`config.mk`:
```
export PLATFORM = sky130hd
export DESIGN_NAME = fm_voice_allocator_sequencer_top
export DESIGN_NICKNAME = d
export VERILOG_FILES = /design/src/rtl/fm_vas_pkg.sv /design/src/rtl/fm_voice_allocator_sequencer_top.sv
export SDC_FILE = /design/constraint.sdc
export NUM_CORES = 1
export LEC_CHECK = 0
export BUFFER_PORTS_ARGS = -buffer_cell sky130_fd_sc_hd__buf_2
export CORE_MARGIN = 1.5
export CORE_UTILIZATION = 55
export DETAILED_ROUTE_END_ITERATION = 8
export PLACE_DENSITY = 0.76
export REMOVE_ABC_BUFFERS = 1
export SLEW_MARGIN = 20
export SYNTH_ARGS = -nofsm -noshare
export SYNTH_HDL_FRONTEND = slang
export SYNTH_SLANG_ARGS = --single-unit
```
`constraint.sdc`:
```
create_clock -name aclk -period 5.5 [get_ports aclk]
set_input_delay 1.65 -clock aclk [delete_from_list [all_inputs] [get_ports aclk]]
set_output_delay 1.65 -clock aclk [all_outputs]
set_load 0.02 [all_outputs]
```
`src/rtl/fm_vas_pkg.sv`:
```
// ----------------------------------------------------------------------------
// fm_vas_pkg
// Shared types and constants for the FM sound-effect voice allocator and
// sequencer: command codes, chip register constants and the result record.
// ----------------------------------------------------------------------------
package fm_vas_pkg;

    // default number of managed voices
    localparam int DEFAULT_VOICE_COUNT = 8;

    // command codes
    localparam logic [2:0] KIND_PLAY_FIXED = 3'd0;
    localparam logic [2:0] KIND_PLAY_ANY   = 3'd1;
    localparam logic [2:0] KIND_STOP       = 3'd2;
    localparam logic [2:0] KIND_TICK       = 3'd3;
    localparam logic [2:0] KIND_BIND       = 3'd4;
    localparam logic [2:0] KIND_RECORD     = 3'd5;

    // configuration register indexes
    localparam logic CFG_ALLOWED  = 1'b0;
    localparam logic CFG_RESERVED = 1'b1;

    // register reset values
    localparam logic [7:0] ALLOWED_RESET  = 8'hff;
    localparam logic [7:0] RESERVED_RESET = 8'h00;

    // chip register constants
    localparam logic [7:0]  KEYOFF_REG  = 8'h08;
    localparam logic [7:0]  LOW_MASK    = 8'hf8;
    localparam logic [7:0]  OPREG_BASE  = 8'h20;
    localparam logic [7:0]  END_DELAY   = 8'hff;
    localparam logic [23:0] CURSOR_STEP = 24'd3;

    // one result item
    typedef struct packed {
        logic        status;
        logic [2:0]  voice;
        logic        write_valid;
        logic [7:0]  write_addr;
        logic [7:0]  write_data;
        logic        load_patch;
        logic        due;
        logic [23:0] fetch_addr;
        logic        last;
    } res_t;

endpackage

```
`src/rtl/fm_voice_allocator_sequencer_top.sv`:
```
// ----------------------------------------------------------------------------
// fm_voice_allocator_sequencer_top
// Voice allocator and record sequencer for FM sound effects.
// ----------------------------------------------------------------------------
// Usage:
//   Commands enter on the s_ channel (valid/ready) and give zero to eight
//   result items on the m_ channel (valid/ready); m_last marks the final
//   result of a command. A tick that finds no due voice gives no result.
//   allowed_voices (index 0) and reserved_voices (index 1) are written on
//   the cfg_ channel, which is always ready; write them only while idle.
// Sequencing (one command at a time, s_ready low while it runs):
//   Stop, bind, record and rejections give their single result from the
//   execute state. Fixed play goes on from the execute to the start state.
//   Automatic play searches the voices in order up to the first free one,
//   then gives a key-off for a stolen voice and starts the selected voice.
//   Tick visits each voice in order and gives its results on the way.
//   All of this runs through one per-voice read/write port and one compare
//   and decrement path, indexed by the voice counter.
// Reset and stalls:
//   aresetn clears all voices, priorities, delays and bound patches, and
//   restores the configuration registers. A held result stalls the
//   sequencer in any step that gives a result while m_ready stays low.
// ----------------------------------------------------------------------------
module fm_voice_allocator_sequencer_top
    import fm_vas_pkg::*;
#(
    parameter int VOICE_COUNT = DEFAULT_VOICE_COUNT
) (
    input  logic        aclk,
    input  logic        aresetn,
    // configuration writes
    input  logic        cfg_valid,
    output logic        cfg_ready,
    input  logic        cfg_index,
    input  logic [7:0]  cfg_data,
    // commands
    input  logic        s_valid,
    output logic        s_ready,
    input  logic [2:0]  s_kind,
    input  logic [2:0]  s_voice_sel,
    input  logic        s_has_patch,
    input  logic [23:0] s_patch_ident,
    input  logic        s_has_sequence,
    input  logic [23:0] s_seq_start,
    input  logic [7:0]  s_prio,
    input  logic [7:0]  s_rec_reg,
    input  logic [7:0]  s_rec_value,
    input  logic [7:0]  s_rec_delay,
    // results
    output logic        m_valid,
    input  logic        m_ready,
    output logic        m_status,
    output logic [2:0]  m_voice_out,
    output logic        m_write_valid,
    output logic [7:0]  m_write_addr,
    output logic [7:0]  m_write_data,
    output logic        m_load_patch,
    output logic        m_due,
    output logic [23:0] m_fetch_addr,
    output logic        m_last
);

    localparam int VIW = $clog2(VOICE_COUNT);

    // sequencer states
    localparam logic [2:0] ST_IDLE  = 3'd0;
    localparam logic [2:0] ST_EXEC  = 3'd1;
    localparam logic [2:0] ST_SCAN  = 3'd2;
    localparam logic [2:0] ST_KOFF  = 3'd3;
    localparam logic [2:0] ST_START = 3'd4;
    localparam logic [2:0] ST_TICK  = 3'd5;

    // control state
    logic [2:0]             state_reg, state_next;
    logic [7:0]             allowed_reg, allowed_next;
    logic [7:0]             reserved_reg, reserved_next;
    logic [VOICE_COUNT-1:0] active_reg, active_next;
    logic [2:0]             vidx_reg, vidx_next;
    logic [2:0]             best_reg, best_next;
    logic [7:0]             bestp_reg, bestp_next;
    logic                   bestv_reg, bestv_next;
    logic                   m_valid_reg, m_valid_next;
    res_t                   res_reg, res_next;

    // latched command
    logic [2:0]  kind_reg;
    logic        hp_reg;
    logic [23:0] patch_in_reg;
    logic        hs_reg;
    logic [23:0] seq_reg;
    logic [7:0]  prio_in_reg;
    logic [7:0]  rreg_reg;
    logic [7:0]  rval_reg;
    logic [7:0]  rdly_reg;

    // per-voice state
    logic [7:0]  prio_reg   [VOICE_COUNT];
    logic [7:0]  delay_reg  [VOICE_COUNT];
    logic [23:0] patch_reg  [VOICE_COUNT];
    logic [23:0] cursor_reg [VOICE_COUNT];

    // single per-voice write port
    logic        prio_we, delay_we, patch_we, cursor_we;
    logic [7:0]  prio_next, delay_next;
    logic [23:0] patch_next, cursor_next;

    // shared datapath signals
    logic [VIW-1:0]         vsel;
    logic                   voice_ok, voice_allowed, act;
    logic [7:0]             prio_rd, delay_rd, dnew;
    logic [23:0]            patch_rd, cursor_rd, cursor_inc;
    logic                   dyn_bit, cand, last_idx, out_free, emit, accept;
    logic [VOICE_COUNT-1:0] due_vec;
    logic                   more_due;
    logic [7:0]             rec_addr, rec_data;
    res_t                   res_w;

    assign cfg_ready = 1'b1;
    assign s_ready   = (state_reg == ST_IDLE);
    assign accept    = s_valid && s_ready;
    assign out_free  = !m_valid_reg || m_ready;

    // shared voice read port
    assign vsel      = vidx_reg[VIW-1:0];
    assign voice_ok  = ({1'b0, vidx_reg} < 4'(VOICE_COUNT));
    assign voice_allowed = voice_ok && allowed_reg[vidx_reg];
    assign act       = voice_ok && active_reg[vsel];
    assign prio_rd   = prio_reg[vsel];
    assign delay_rd  = delay_reg[vsel];
    assign patch_rd  = patch_reg[vsel];
    assign cursor_rd = cursor_reg[vsel];
    assign cursor_inc = cursor_rd + CURSOR_STEP;
    assign dnew      = (delay_rd == 8'd0) ? 8'd0 : delay_rd - 8'd1;
    assign last_idx  = (vidx_reg == 3'(VOICE_COUNT - 1));

    // allocation compare
    assign dyn_bit = allowed_reg[vidx_reg] && !reserved_reg[vidx_reg];
    assign cand    = dyn_bit && act && (prio_rd < prio_in_reg)
                     && (!bestv_reg || (prio_rd < bestp_reg));

    // voices still to become due later in this tick
    always_comb begin
        more_due = 1'b0;
        for (int u = 0; u < VOICE_COUNT; u++) begin
            due_vec[u] = active_reg[u] && (delay_reg[u] <= 8'd1);
            if (due_vec[u] && (3'(u) > vidx_reg)) begin
                more_due = 1'b1;
            end
        end
    end

    // record address and data remap
    always_comb begin
        rec_addr = rreg_reg;
        rec_data = rval_reg;
        if (rreg_reg == KEYOFF_REG) begin
            rec_data = (rval_reg & LOW_MASK) | {5'd0, vidx_reg};
        end else if (rreg_reg >= OPREG_BASE) begin
            rec_addr = (rreg_reg & LOW_MASK) | {5'd0, vidx_reg};
        end
    end

    // sequencer
    always_comb begin
        state_next    = state_reg;
        allowed_next  = allowed_reg;
        reserved_next = reserved_reg;
        active_next   = active_reg;
        vidx_next     = vidx_reg;
        best_next     = best_reg;
        bestp_next    = bestp_reg;
        bestv_next    = bestv_reg;
        prio_we       = 1'b0;
        delay_we      = 1'b0;
        patch_we      = 1'b0;
        cursor_we     = 1'b0;
        prio_next     = 8'd0;
        delay_next    = 8'd0;
        patch_next    = patch_in_reg;
        cursor_next   = seq_reg;
        emit          = 1'b0;
        res_w         = '0;
        res_w.status  = 1'b1;
        res_w.last    = 1'b1;

        // configuration writes
        if (cfg_valid && cfg_ready) begin
            if (cfg_index == CFG_ALLOWED) begin
                allowed_next = cfg_data;
            end else begin
                reserved_next = cfg_data & allowed_reg;
            end
        end

        case (state_reg)
            ST_IDLE: begin
                if (accept) begin
                    bestv_next = 1'b0;
                    best_next  = 3'd0;
                    bestp_next = 8'd0;
                    if (s_kind == KIND_TICK) begin
                        vidx_next  = 3'd0;
                        state_next = ST_TICK;
                    end else if (s_kind == KIND_PLAY_ANY && s_has_sequence) begin
                        vidx_next  = 3'd0;
                        state_next = ST_SCAN;
                    end else begin
                        vidx_next  = s_voice_sel;
                        state_next = ST_EXEC;
                    end
                end
            end

            // single-result commands and rejections; a fixed play that is taken moves on to start
            ST_EXEC: begin
                if (kind_reg == KIND_PLAY_FIXED && hs_reg && voice_allowed) begin
                    state_next = ST_START;
                end else if (out_free) begin
                    emit       = 1'b1;
                    state_next = ST_IDLE;
                    case (kind_reg)
                        KIND_STOP: begin
                            if (voice_ok) begin
                                active_next[vsel] = 1'b0;
                                prio_we           = 1'b1;
                                delay_we          = 1'b1;
                                res_w.status      = 1'b0;
                                res_w.voice       = vidx_reg;
                                res_w.write_valid = 1'b1;
                                res_w.write_addr  = KEYOFF_REG;
                                res_w.write_data  = {5'd0, vidx_reg};
                            end
                        end
                        KIND_BIND: begin
                            if (voice_allowed && hp_reg) begin
                                res_w.status = 1'b0;
                                res_w.voice  = vidx_reg;
                                if (patch_rd != patch_in_reg) begin
                                    patch_we         = 1'b1;
                                    res_w.load_patch = 1'b1;
                                end
                            end
                        end
                        KIND_RECORD: begin
                            if (act && delay_rd == 8'd0) begin
                                cursor_we         = 1'b1;
                                cursor_next       = cursor_inc;
                                res_w.status      = 1'b0;
                                res_w.voice       = vidx_reg;
                                res_w.write_valid = 1'b1;
                                res_w.write_addr  = rec_addr;
                                res_w.write_data  = rec_data;
                                if (rdly_reg == END_DELAY) begin
                                    active_next[vsel] = 1'b0;
                                end else if (rdly_reg != 8'd0) begin
                                    delay_we   = 1'b1;
                                    delay_next = rdly_reg;
                                end else begin
                                    res_w.due        = 1'b1;
                                    res_w.fetch_addr = cursor_inc;
                                end
                            end
                        end
                        default: begin
                            // rejection result, already set up
                        end
                    endcase
                end
            end

            // search for a free voice, else the weakest busy one of lower priority, else reject
            ST_SCAN: begin
                if (dyn_bit && !act) begin
                    state_next = ST_START;
                end else begin
                    if (cand) begin
                        best_next  = vidx_reg;
                        bestp_next = prio_rd;
                        bestv_next = 1'b1;
                    end
                    if (last_idx) begin
                        if (cand) begin
                            state_next = ST_KOFF;
                        end else if (bestv_reg) begin
                            vidx_next  = best_reg;
                            state_next = ST_KOFF;
                        end else begin
                            state_next = ST_EXEC;
                        end
                    end else begin
                        vidx_next = vidx_reg + 3'd1;
                    end
                end
            end

            // key-off of a stolen voice
            ST_KOFF: begin
                if (out_free) begin
                    emit              = 1'b1;
                    active_next[vsel] = 1'b0;
                    prio_we           = 1'b1;
                    delay_we          = 1'b1;
                    res_w.status      = 1'b0;
                    res_w.voice       = vidx_reg;
                    res_w.write_valid = 1'b1;
                    res_w.write_addr  = KEYOFF_REG;
                    res_w.write_data  = {5'd0, vidx_reg};
                    res_w.last        = 1'b0;
                    state_next        = ST_START;
                end
            end

            // start the selected voice
            ST_START: begin
                if (out_free) begin
                    emit              = 1'b1;
                    active_next[vsel] = 1'b1;
                    prio_we           = 1'b1;
                    prio_next         = prio_in_reg;
                    delay_we          = 1'b1;
                    delay_next        = 8'd1;
                    cursor_we         = 1'b1;
                    res_w.status      = 1'b0;
                    res_w.voice       = vidx_reg;
                    if (hp_reg && patch_rd != patch_in_reg) begin
                        patch_we         = 1'b1;
                        res_w.load_patch = 1'b1;
                    end
                    state_next = ST_IDLE;
                end
            end

            // count delays down, report due voices in order
            ST_TICK: begin
                if (!(act && dnew == 8'd0) || out_free) begin
                    if (act) begin
                        delay_we   = 1'b1;
                        delay_next = dnew;
                        if (dnew == 8'd0) begin
                            emit             = 1'b1;
                            res_w.status     = 1'b0;
                            res_w.voice      = vidx_reg;
                            res_w.due        = 1'b1;
                            res_w.fetch_addr = cursor_rd;
                            res_w.last       = !more_due;
                        end
                    end
                    if (last_idx) begin
                        state_next = ST_IDLE;
                    end else begin
                        vidx_next = vidx_reg + 3'd1;
                    end
                end
            end

            default: begin
                state_next = ST_IDLE;
            end
        endcase
    end

    // result register
    always_comb begin
        m_valid_next = m_valid_reg;
        res_next     = res_reg;
        if (emit) begin
            m_valid_next = 1'b1;
            res_next     = res_w;
        end else if (m_ready) begin
            m_valid_next = 1'b0;
        end
    end

    // control registers
    always_ff @(posedge aclk) begin
        if (!aresetn) begin
            state_reg    <= ST_IDLE;
            allowed_reg  <= ALLOWED_RESET;
            reserved_reg <= RESERVED_RESET;
            active_reg   <= '0;
            vidx_reg     <= 3'd0;
            best_reg     <= 3'd0;
            bestp_reg    <= 8'd0;
            bestv_reg    <= 1'b0;
            m_valid_reg  <= 1'b0;
        end else begin
            state_reg    <= state_next;
            allowed_reg  <= allowed_next;
            reserved_reg <= reserved_next;
            active_reg   <= active_next;
            vidx_reg     <= vidx_next;
            best_reg     <= best_next;
            bestp_reg    <= bestp_next;
            bestv_reg    <= bestv_next;
            m_valid_reg  <= m_valid_next;
        end
    end

    // per-voice priority, delay and bound patch
    always_ff @(posedge aclk) begin
        if (!aresetn) begin
            for (int i = 0; i < VOICE_COUNT; i++) begin
                prio_reg[i]  <= 8'd0;
                delay_reg[i] <= 8'd0;
                patch_reg[i] <= 24'd0;
            end
        end else begin
            if (prio_we) begin
                prio_reg[vsel] <= prio_next;
            end
            if (delay_we) begin
                delay_reg[vsel] <= delay_next;
            end
            if (patch_we) begin
                patch_reg[vsel] <= patch_next;
            end
        end
    end

    // sequence cursors and payload, no reset needed
    always_ff @(posedge aclk) begin
        if (cursor_we) begin
            cursor_reg[vsel] <= cursor_next;
        end
        res_reg <= res_next;
        if (accept) begin
            kind_reg     <= s_kind;
            hp_reg       <= s_has_patch;
            patch_in_reg <= s_patch_ident;
            hs_reg       <= s_has_sequence;
            seq_reg      <= s_seq_start;
            prio_in_reg  <= s_prio;
            rreg_reg     <= s_rec_reg;
            rval_reg     <= s_rec_value;
            rdly_reg     <= s_rec_delay;
        end
    end

    // result ports
    assign m_valid       = m_valid_reg;
    assign m_status      = res_reg.status;
    assign m_voice_out   = res_reg.voice;
    assign m_write_valid = res_reg.write_valid;
    assign m_write_addr  = res_reg.write_addr;
    assign m_write_data  = res_reg.write_data;
    assign m_load_patch  = res_reg.load_patch;
    assign m_due         = res_reg.due;
    assign m_fetch_addr  = res_reg.fetch_addr;
    assign m_last        = res_reg.last;

endmodule
```
==> results of run 1 <==
-- cell usage after synthesis (5+ instances only) --
library cell	n	area, um^2
buf_6	9	101
nand2b_1	7	43.8
a21oi_1	33	165
buf_1	5	18.8
a22oi_2	6	75.1
ha_1	19	238
buf_2	34	170
o31a_1	5	43.8
clkbuf_1	79	297
o21ai_0	37	185
mux4_2	130	2930
xor2_1	23	201
nor4_1	217	1360
inv_1	25	93.8
xnor2_1	24	210
or2_2	5	31.3
o211ai_1	5	37.5
o21ai_1	23	115
a31oi_1	5	31.3
o31ai_1	8	60.1
o22ai_1	26	163
dfxtp_1	46	921
a211oi_1	5	37.5
a22o_1	6	52.6
and3_1	6	37.5
nand3b_1	5	37.5
a21o_1	5	37.5
buf_4	9	67.6
nand2_1	160	601
nor2b_1	8	50.1
edfxtp_1	645	19400
mux2_2	17	191
mux2i_1	68	681
nand3_1	32	160
and2_1	12	75.1
nor3_1	20	100
nand4_1	20	125
nor2_1	176	661
-- stage by stage --
stage	util [%]	area, um^2	total power [mW]
floorplan	-	29700	11.2
global placement	58.4	32000	12.5
detailed placement	58.4	32000	12.7
CTS	62.9	34500	17.9
global route	62.9	34500	18.5
finish	62.9	34500	17.8
-- worst max-delay path by stage --
| stage | from | end | depth (start not counted) |
|---|---|---|---|
| floorplan | register | patch_reg[0][0]$_SDFFCE_PN0P_ | 7 |
| global placement | m_ready | patch_reg[5][11]$_SDFFCE_PN0P_ | 7 |
| detailed placement | m_ready | patch_reg[5][11]$_SDFFCE_PN0P_ | 7 |
| CTS | register | cursor_reg[6][8]$_DFFE_PP_ | 8 |
| global route | register | bestp_reg[5]$_SDFFE_PN0P_ | 11 |
| finish | register | bestp_reg[5]$_SDFFE_PN0P_ | 11 |
-- cells in the final DEF, fill, tap and decap left out, types with 20 or more instances in the layout --
cell,count
dfxtp_1,43
nand2_1,159
buf_4,47
clkbuf_16,77
nor3_1,20
o22ai_1,26
buf_2,150
xor2_1,23
nor4_1,217
nand4_1,20
a21oi_1,32
mux2i_1,68
o21ai_1,23
o21ai_0,37
nand3_1,32
mux4_2,130
nor2_1,168
xnor2_1,24
edfxtp_1,645
inv_1,24
-- per-layer routing --
metal,GRT usage (%),vias to the layer above,part of all wire [%]
met5,0,-,0
met4,8.84,0,2.8
met3,5.19,154,9.6
met2,40.9,1085,48
met1,36.7,9656,40
li1,-,8376,-
-- critical path, stage by stage, from the launching register on --
cell and delay (ns):
dfxtp_4 0.76, buf_4 0.66, mux4_2 0.60, mux2_2 0.32, ha_1 0.28, o21a_1 0.18, o21ai_0 0.17, a311o_1 0.16
nand3_1 0.17, o21ai_1 0.75, nand4_1 0.24, a21oi_1 0.21
-- kinds of logic (layout without fill, tap and decap cells) --
family	after synthesis	in the layout	synth area share, %
AND/OR/NAND/NOR	696	696	11.7
other	1	1	0.0123
AO/OA/AOI/OAI	194	194	4.25
multiplexers	217	217	12.6
buffers and inverters	167	360	2.64
adder cells (fa/ha/maj)	19	19	0.781
flip-flops	691	691	66.7
XOR/XNOR	47	47	1.35
-- cell type report --
type | count | area, um^2 | area share, %
Tap cell | 704 | 881 | 2.55
Timing Repair Buffer | 204 | 1240 | 3.60
Sequential cell | 691 | 20300 | 58.8
Inverter | 28 | 108 | 0.312
Clock inverter | 38 | 522 | 1.51
Clock buffer | 90 | 1980 | 5.72
Multi-Input combinational cell | 1174 | 9500 | 27.5
-- where the power goes --
group	switching [mW]	internal, mW	total (mW)
registers	0.480	6.58	7.06
logic	3.52	2.10	5.62
clock network	2.00	3.16	5.16
total	6.01	11.8	17.8
==> flow_summary.toml, run 1 <==
[power]
vdd_drop_max_mv = 0.290
p_per_area_nw_per_um2 = 517
p_leak_nw = 11.4

[die]
fp.dieW_um = 238
ios = 153
die_y_um = 238
start_util_pct = 55.5
core-area_um2 = 54900
rows = 86
dieArea_um2 = 56800

[critical_path]
required_ns = 6.02
path_class = "reg2reg"
cp.arrival_ns = 5.14
start_kind = "register"
reg2reg_to = "bestp_reg[5]$_SDFFE_PN0P_"
rr_worst_depth = 11
rrSetupSlack_ns = 0.89
endpoint_kind = "register"
crit_path_max_fanout = 32

[global_route]
first_global_vias = 18900
grtUsageTotal_pct = 26.0
grt_max_degree = 98
grt_pass1_wl_um = 111000
grt_antenna_before_repair = 0
grt-ovfl-total = 0

[timing]
slew_viol_final = 0
setup-violations-final = 0
slew_headroom_pct = 31.7
worst_slack_ns = 0.885
hold_viol = 0
fin_worst_skew_ns = 0.0166
fin_crit_ns = 4.61
setup-tns-final_ns = 0
finalCritPeriodShare_pct = 83.9
rsz0062_at_grt = "false"
fmax_mhz = 217
tightestPinTransition_ns = 1.02
holdWs_ns = 0.460

[hold_path]
min_to = "reserved_reg[5]$_SDFFE_PN0P_"
hold_start = "reserved_reg[5]$_SDFFE_PN0P_"
hold_path_depth = 2
hp-class = "reg2reg"

[synthesis]
avgSynthCellArea_um2 = 15.0
synth_flop_cell = "edfxtp_1"
synthArstFlopShare_pct = 0
ys_ff_latch = 691
synth_cell_type_count = 84
synth-edff-count = 645
syn_inst = 2032
synth_seq_area_share_pct = 66.7
syn_area_um2 = 30400
yosysWarnings = 0

[route]
viasPerCell = 6.58
wire_per_inst_um = 25.2
drt_iter0_drc = 2365
drc_errors = 0
num_vias = 19300
ant_nets = 0
drt-pass1-iter-count = 6
routed_wirelength_um = 73700

[clocking]
clk_path_buf_depth = 3
cts_max_level = 3
cts_root_buffer = "clkbuf_16"
post_cts_buffers = 0
clkLatencyLatePin_ns = 0.62
cts_tree = "built"
clock-sinks = 691
hold_buffers = 0
cts-resized-gates = 0
numCtsBuffers = 73
clkTransAtPathRegs_ns = 0.06

[layout]
fillCellCount = 3852
antenna_cells = 0
stdcell_count = 2929
finish.net_count = 2293
drive_above_1_share_pct = 23.1
syn2layout_area_growth_pct = 13.5

[placement]
io_buffers = 151
dp.cells = 2801
dp_hpwl_um = 46100
gp_congestion = 0.909
pre_cts_slack_ns = 0.907

[run]
maxCapViolCount = 0

[run_status]
status = "complete, no violations"
(Power assumes the default switching activity.)
==> run 2, diff against run 1 <==
Clock period 5.5 ns to 4.2 ns, I/O delays scaled along.
==> run 2 against run 1 <==
- combinational power up 39%
- count of clock-buffer cells in the layout up 1
- clock power up 23%
- highest routed layer unchanged
==> flow_summary.toml, run 2 (same netlist as run 1, synthesis figures left out) <==
[power]
p_comb_share_pct = 33.4
seq_power_share_pct = 39.2
internal-power_mw = 15.2
clkPwrFrac_pct = 27.3
vdd_drop_max_mv = 0.361
p_per_area_nw_per_um2 = 669
p_sw_share_pct = 34.6
p_sw_mw = 8.06
power_mw = 23.3
p_leak_nw = 11.5

[layout]
mostFrequentLayoutCell = "edfxtp_1"
syn2layout_area_growth_pct = 14.4
layout_common_cells = "645 x edfxtp_1, 217 x nor4_1, 168 x nor2_1, 159 x nand2_1, 150 x buf_2"
drive_above_1_share_pct = 24.1
finish.net_count = 2322

[run]
maxCapViolCount = 0

[global_route]
busiest_layer = "met2"
grt_use_met1_pct = 35.9
first_global_vias = 19900
grt_max_degree = 178
grt_use_met3_pct = 5.23
grt-ovfl-total = 0
grt_pass1_wl_um = 115000
grtUsageTotal_pct = 26.9
use_met2_pct = 43.9
grt_antenna_before_repair = 1

[clocking]
numCtsBuffers = 72
cts_tree = "built"
cts_root_buffer = "clkbuf_16"
clk_path_buf_depth = 3
clkLatencyLatePin_ns = 0.63
cts_max_level = 3
clkTransAtPathRegs_ns = 0.06
clock-sinks = 691

[critical_path]
endpoint_kind = "register"
rrSetupSlack_ns = 0.32
path_class = "reg2reg"
rr_worst_depth = 11
cp.arrival_ns = 4.36
start_kind = "register"
crit_path_max_fanout = 12
required_ns = 4.68

[timing]
rsz0062_at_grt = "false"
finalCritPeriodShare_pct = 92.3
tightestPinTransition_ns = 1.17
fin_crit_ns = 3.88
fmax_mhz = 258
slew_viol_final = 0
slew_headroom_pct = 21.9
setup-tns-final_ns = 0
hold_viol = 0
holdWs_ns = 0.456
setup-violations-final = 0
fin_worst_skew_ns = 0.0264

[hold_path]
min_to = "reserved_reg[1]$_SDFFE_PN0P_"
hp-class = "reg2reg"
hold_start = "reserved_reg[1]$_SDFFE_PN0P_"
hold_path_depth = 2

[die]
rows = 86
dieArea_um2 = 56800
start_util_pct = 55.5
fp.dieW_um = 238
die_y_um = 238
ios = 153
core-area_um2 = 54900

[route]
viasPerCell = 6.68
num_vias = 19700
wire_per_inst_um = 25.7
drc_errors = 0
routed_wirelength_um = 76200
drt-pass1-iter-count = 5
drt_iter0_drc = 2394
ant_nets = 0

[placement]
gp_congestion = 0.918
io_buffers = 151
dp_hpwl_um = 47800

[run_status]
status = "complete, no violations"
## run 2: cell types whose count changed in the layout (fill, tap and decap cells not counted), sizes merged
| cell | change |
|---|---|
| clkinv | +3 |
| inv | +1 |
| clkbuf | +1 |
| diode | +1 |
| buf | +30 |
| clkinvlp | -1 |
| bufinv | -6 |
## run 2: layout make-up
type	instances	area [um^2]
antenna	1	2.50
clock buffer	91	1930
clock inverter	35	407
fill	3851	20100
inverter	28	108
multi-input combinational	1174	9510
sequential	691	20300
tap	704	881
timing repair buffer	234	1690
## run 2: per-stage QoR
step           instance area (um^2)  setup slack, ns  cells  utilization (%)
6_report                      34800            0.325   2958             63.4
5_1_grt                       34800           0.0815   2958             63.4
4_1_cts                       34800            0.213   2956             63.4
3_5_place_dp                  32400            0.225   2830             59.1
3_3_place_gp                  32400            0.383   2830             59.1
2_1_floorplan                 29700           -11.60   1893                -
## run 2: layer usage
metal | vias up | part of all wire (%)
li1 | 8426 | -
met1 | 9938 | 38
met2 | 1187 | 49
met3 | 197 | 9.4
met4 | 0 | 3.7
met5 | - | 0
## run 2: worst max path at each step
stage,startpoint,to,depth (start not counted)
finish,register,register,11
global route,register,cursor_reg[1][8]$_DFFE_PP_,9
CTS,register,cursor_reg[7][19]$_DFFE_PP_,10
detailed placement,register,cursor_reg[0][19]$_DFFE_PP_,9
global placement,register,cursor_reg[6][21]$_DFFE_PP_,10
floorplan,register,patch_reg[0][0]$_SDFFCE_PN0P_,7
## run 2: worst max-delay path, cell delays in order (launching register included)
cell      delay (ns)
dfxtp_4         0.56
buf_4           0.29
mux4_2          0.53
mux2_2          0.32
ha_1            0.20
a21o_1          0.18
a21o_1          0.17
a21o_1          0.19
or4_4           0.53
o21ai_1         0.27
nand2_1         0.13
a221oi_1        0.38
## run 2: timing repair
action                                  in CTS  in global routing
buffers inserted                             0                  1
hold buffers                                 0                  0
endpoints found under the setup margin       0                 62
resized for setup                            0                  6
## run 2: power groups by stage
stage / registers (mW) / clock network, mW / logic (mW)
finish: 9.14 / 6.37 / 7.79
detailed placement: 9.28 / 0 / 7.60
floorplan: 9.89 / 0 / 4.63
global route: 9.20 / 6.68 / 8.33
CTS: 9.15 / 6.44 / 7.67
global placement: 9.24 / 0 / 7.45
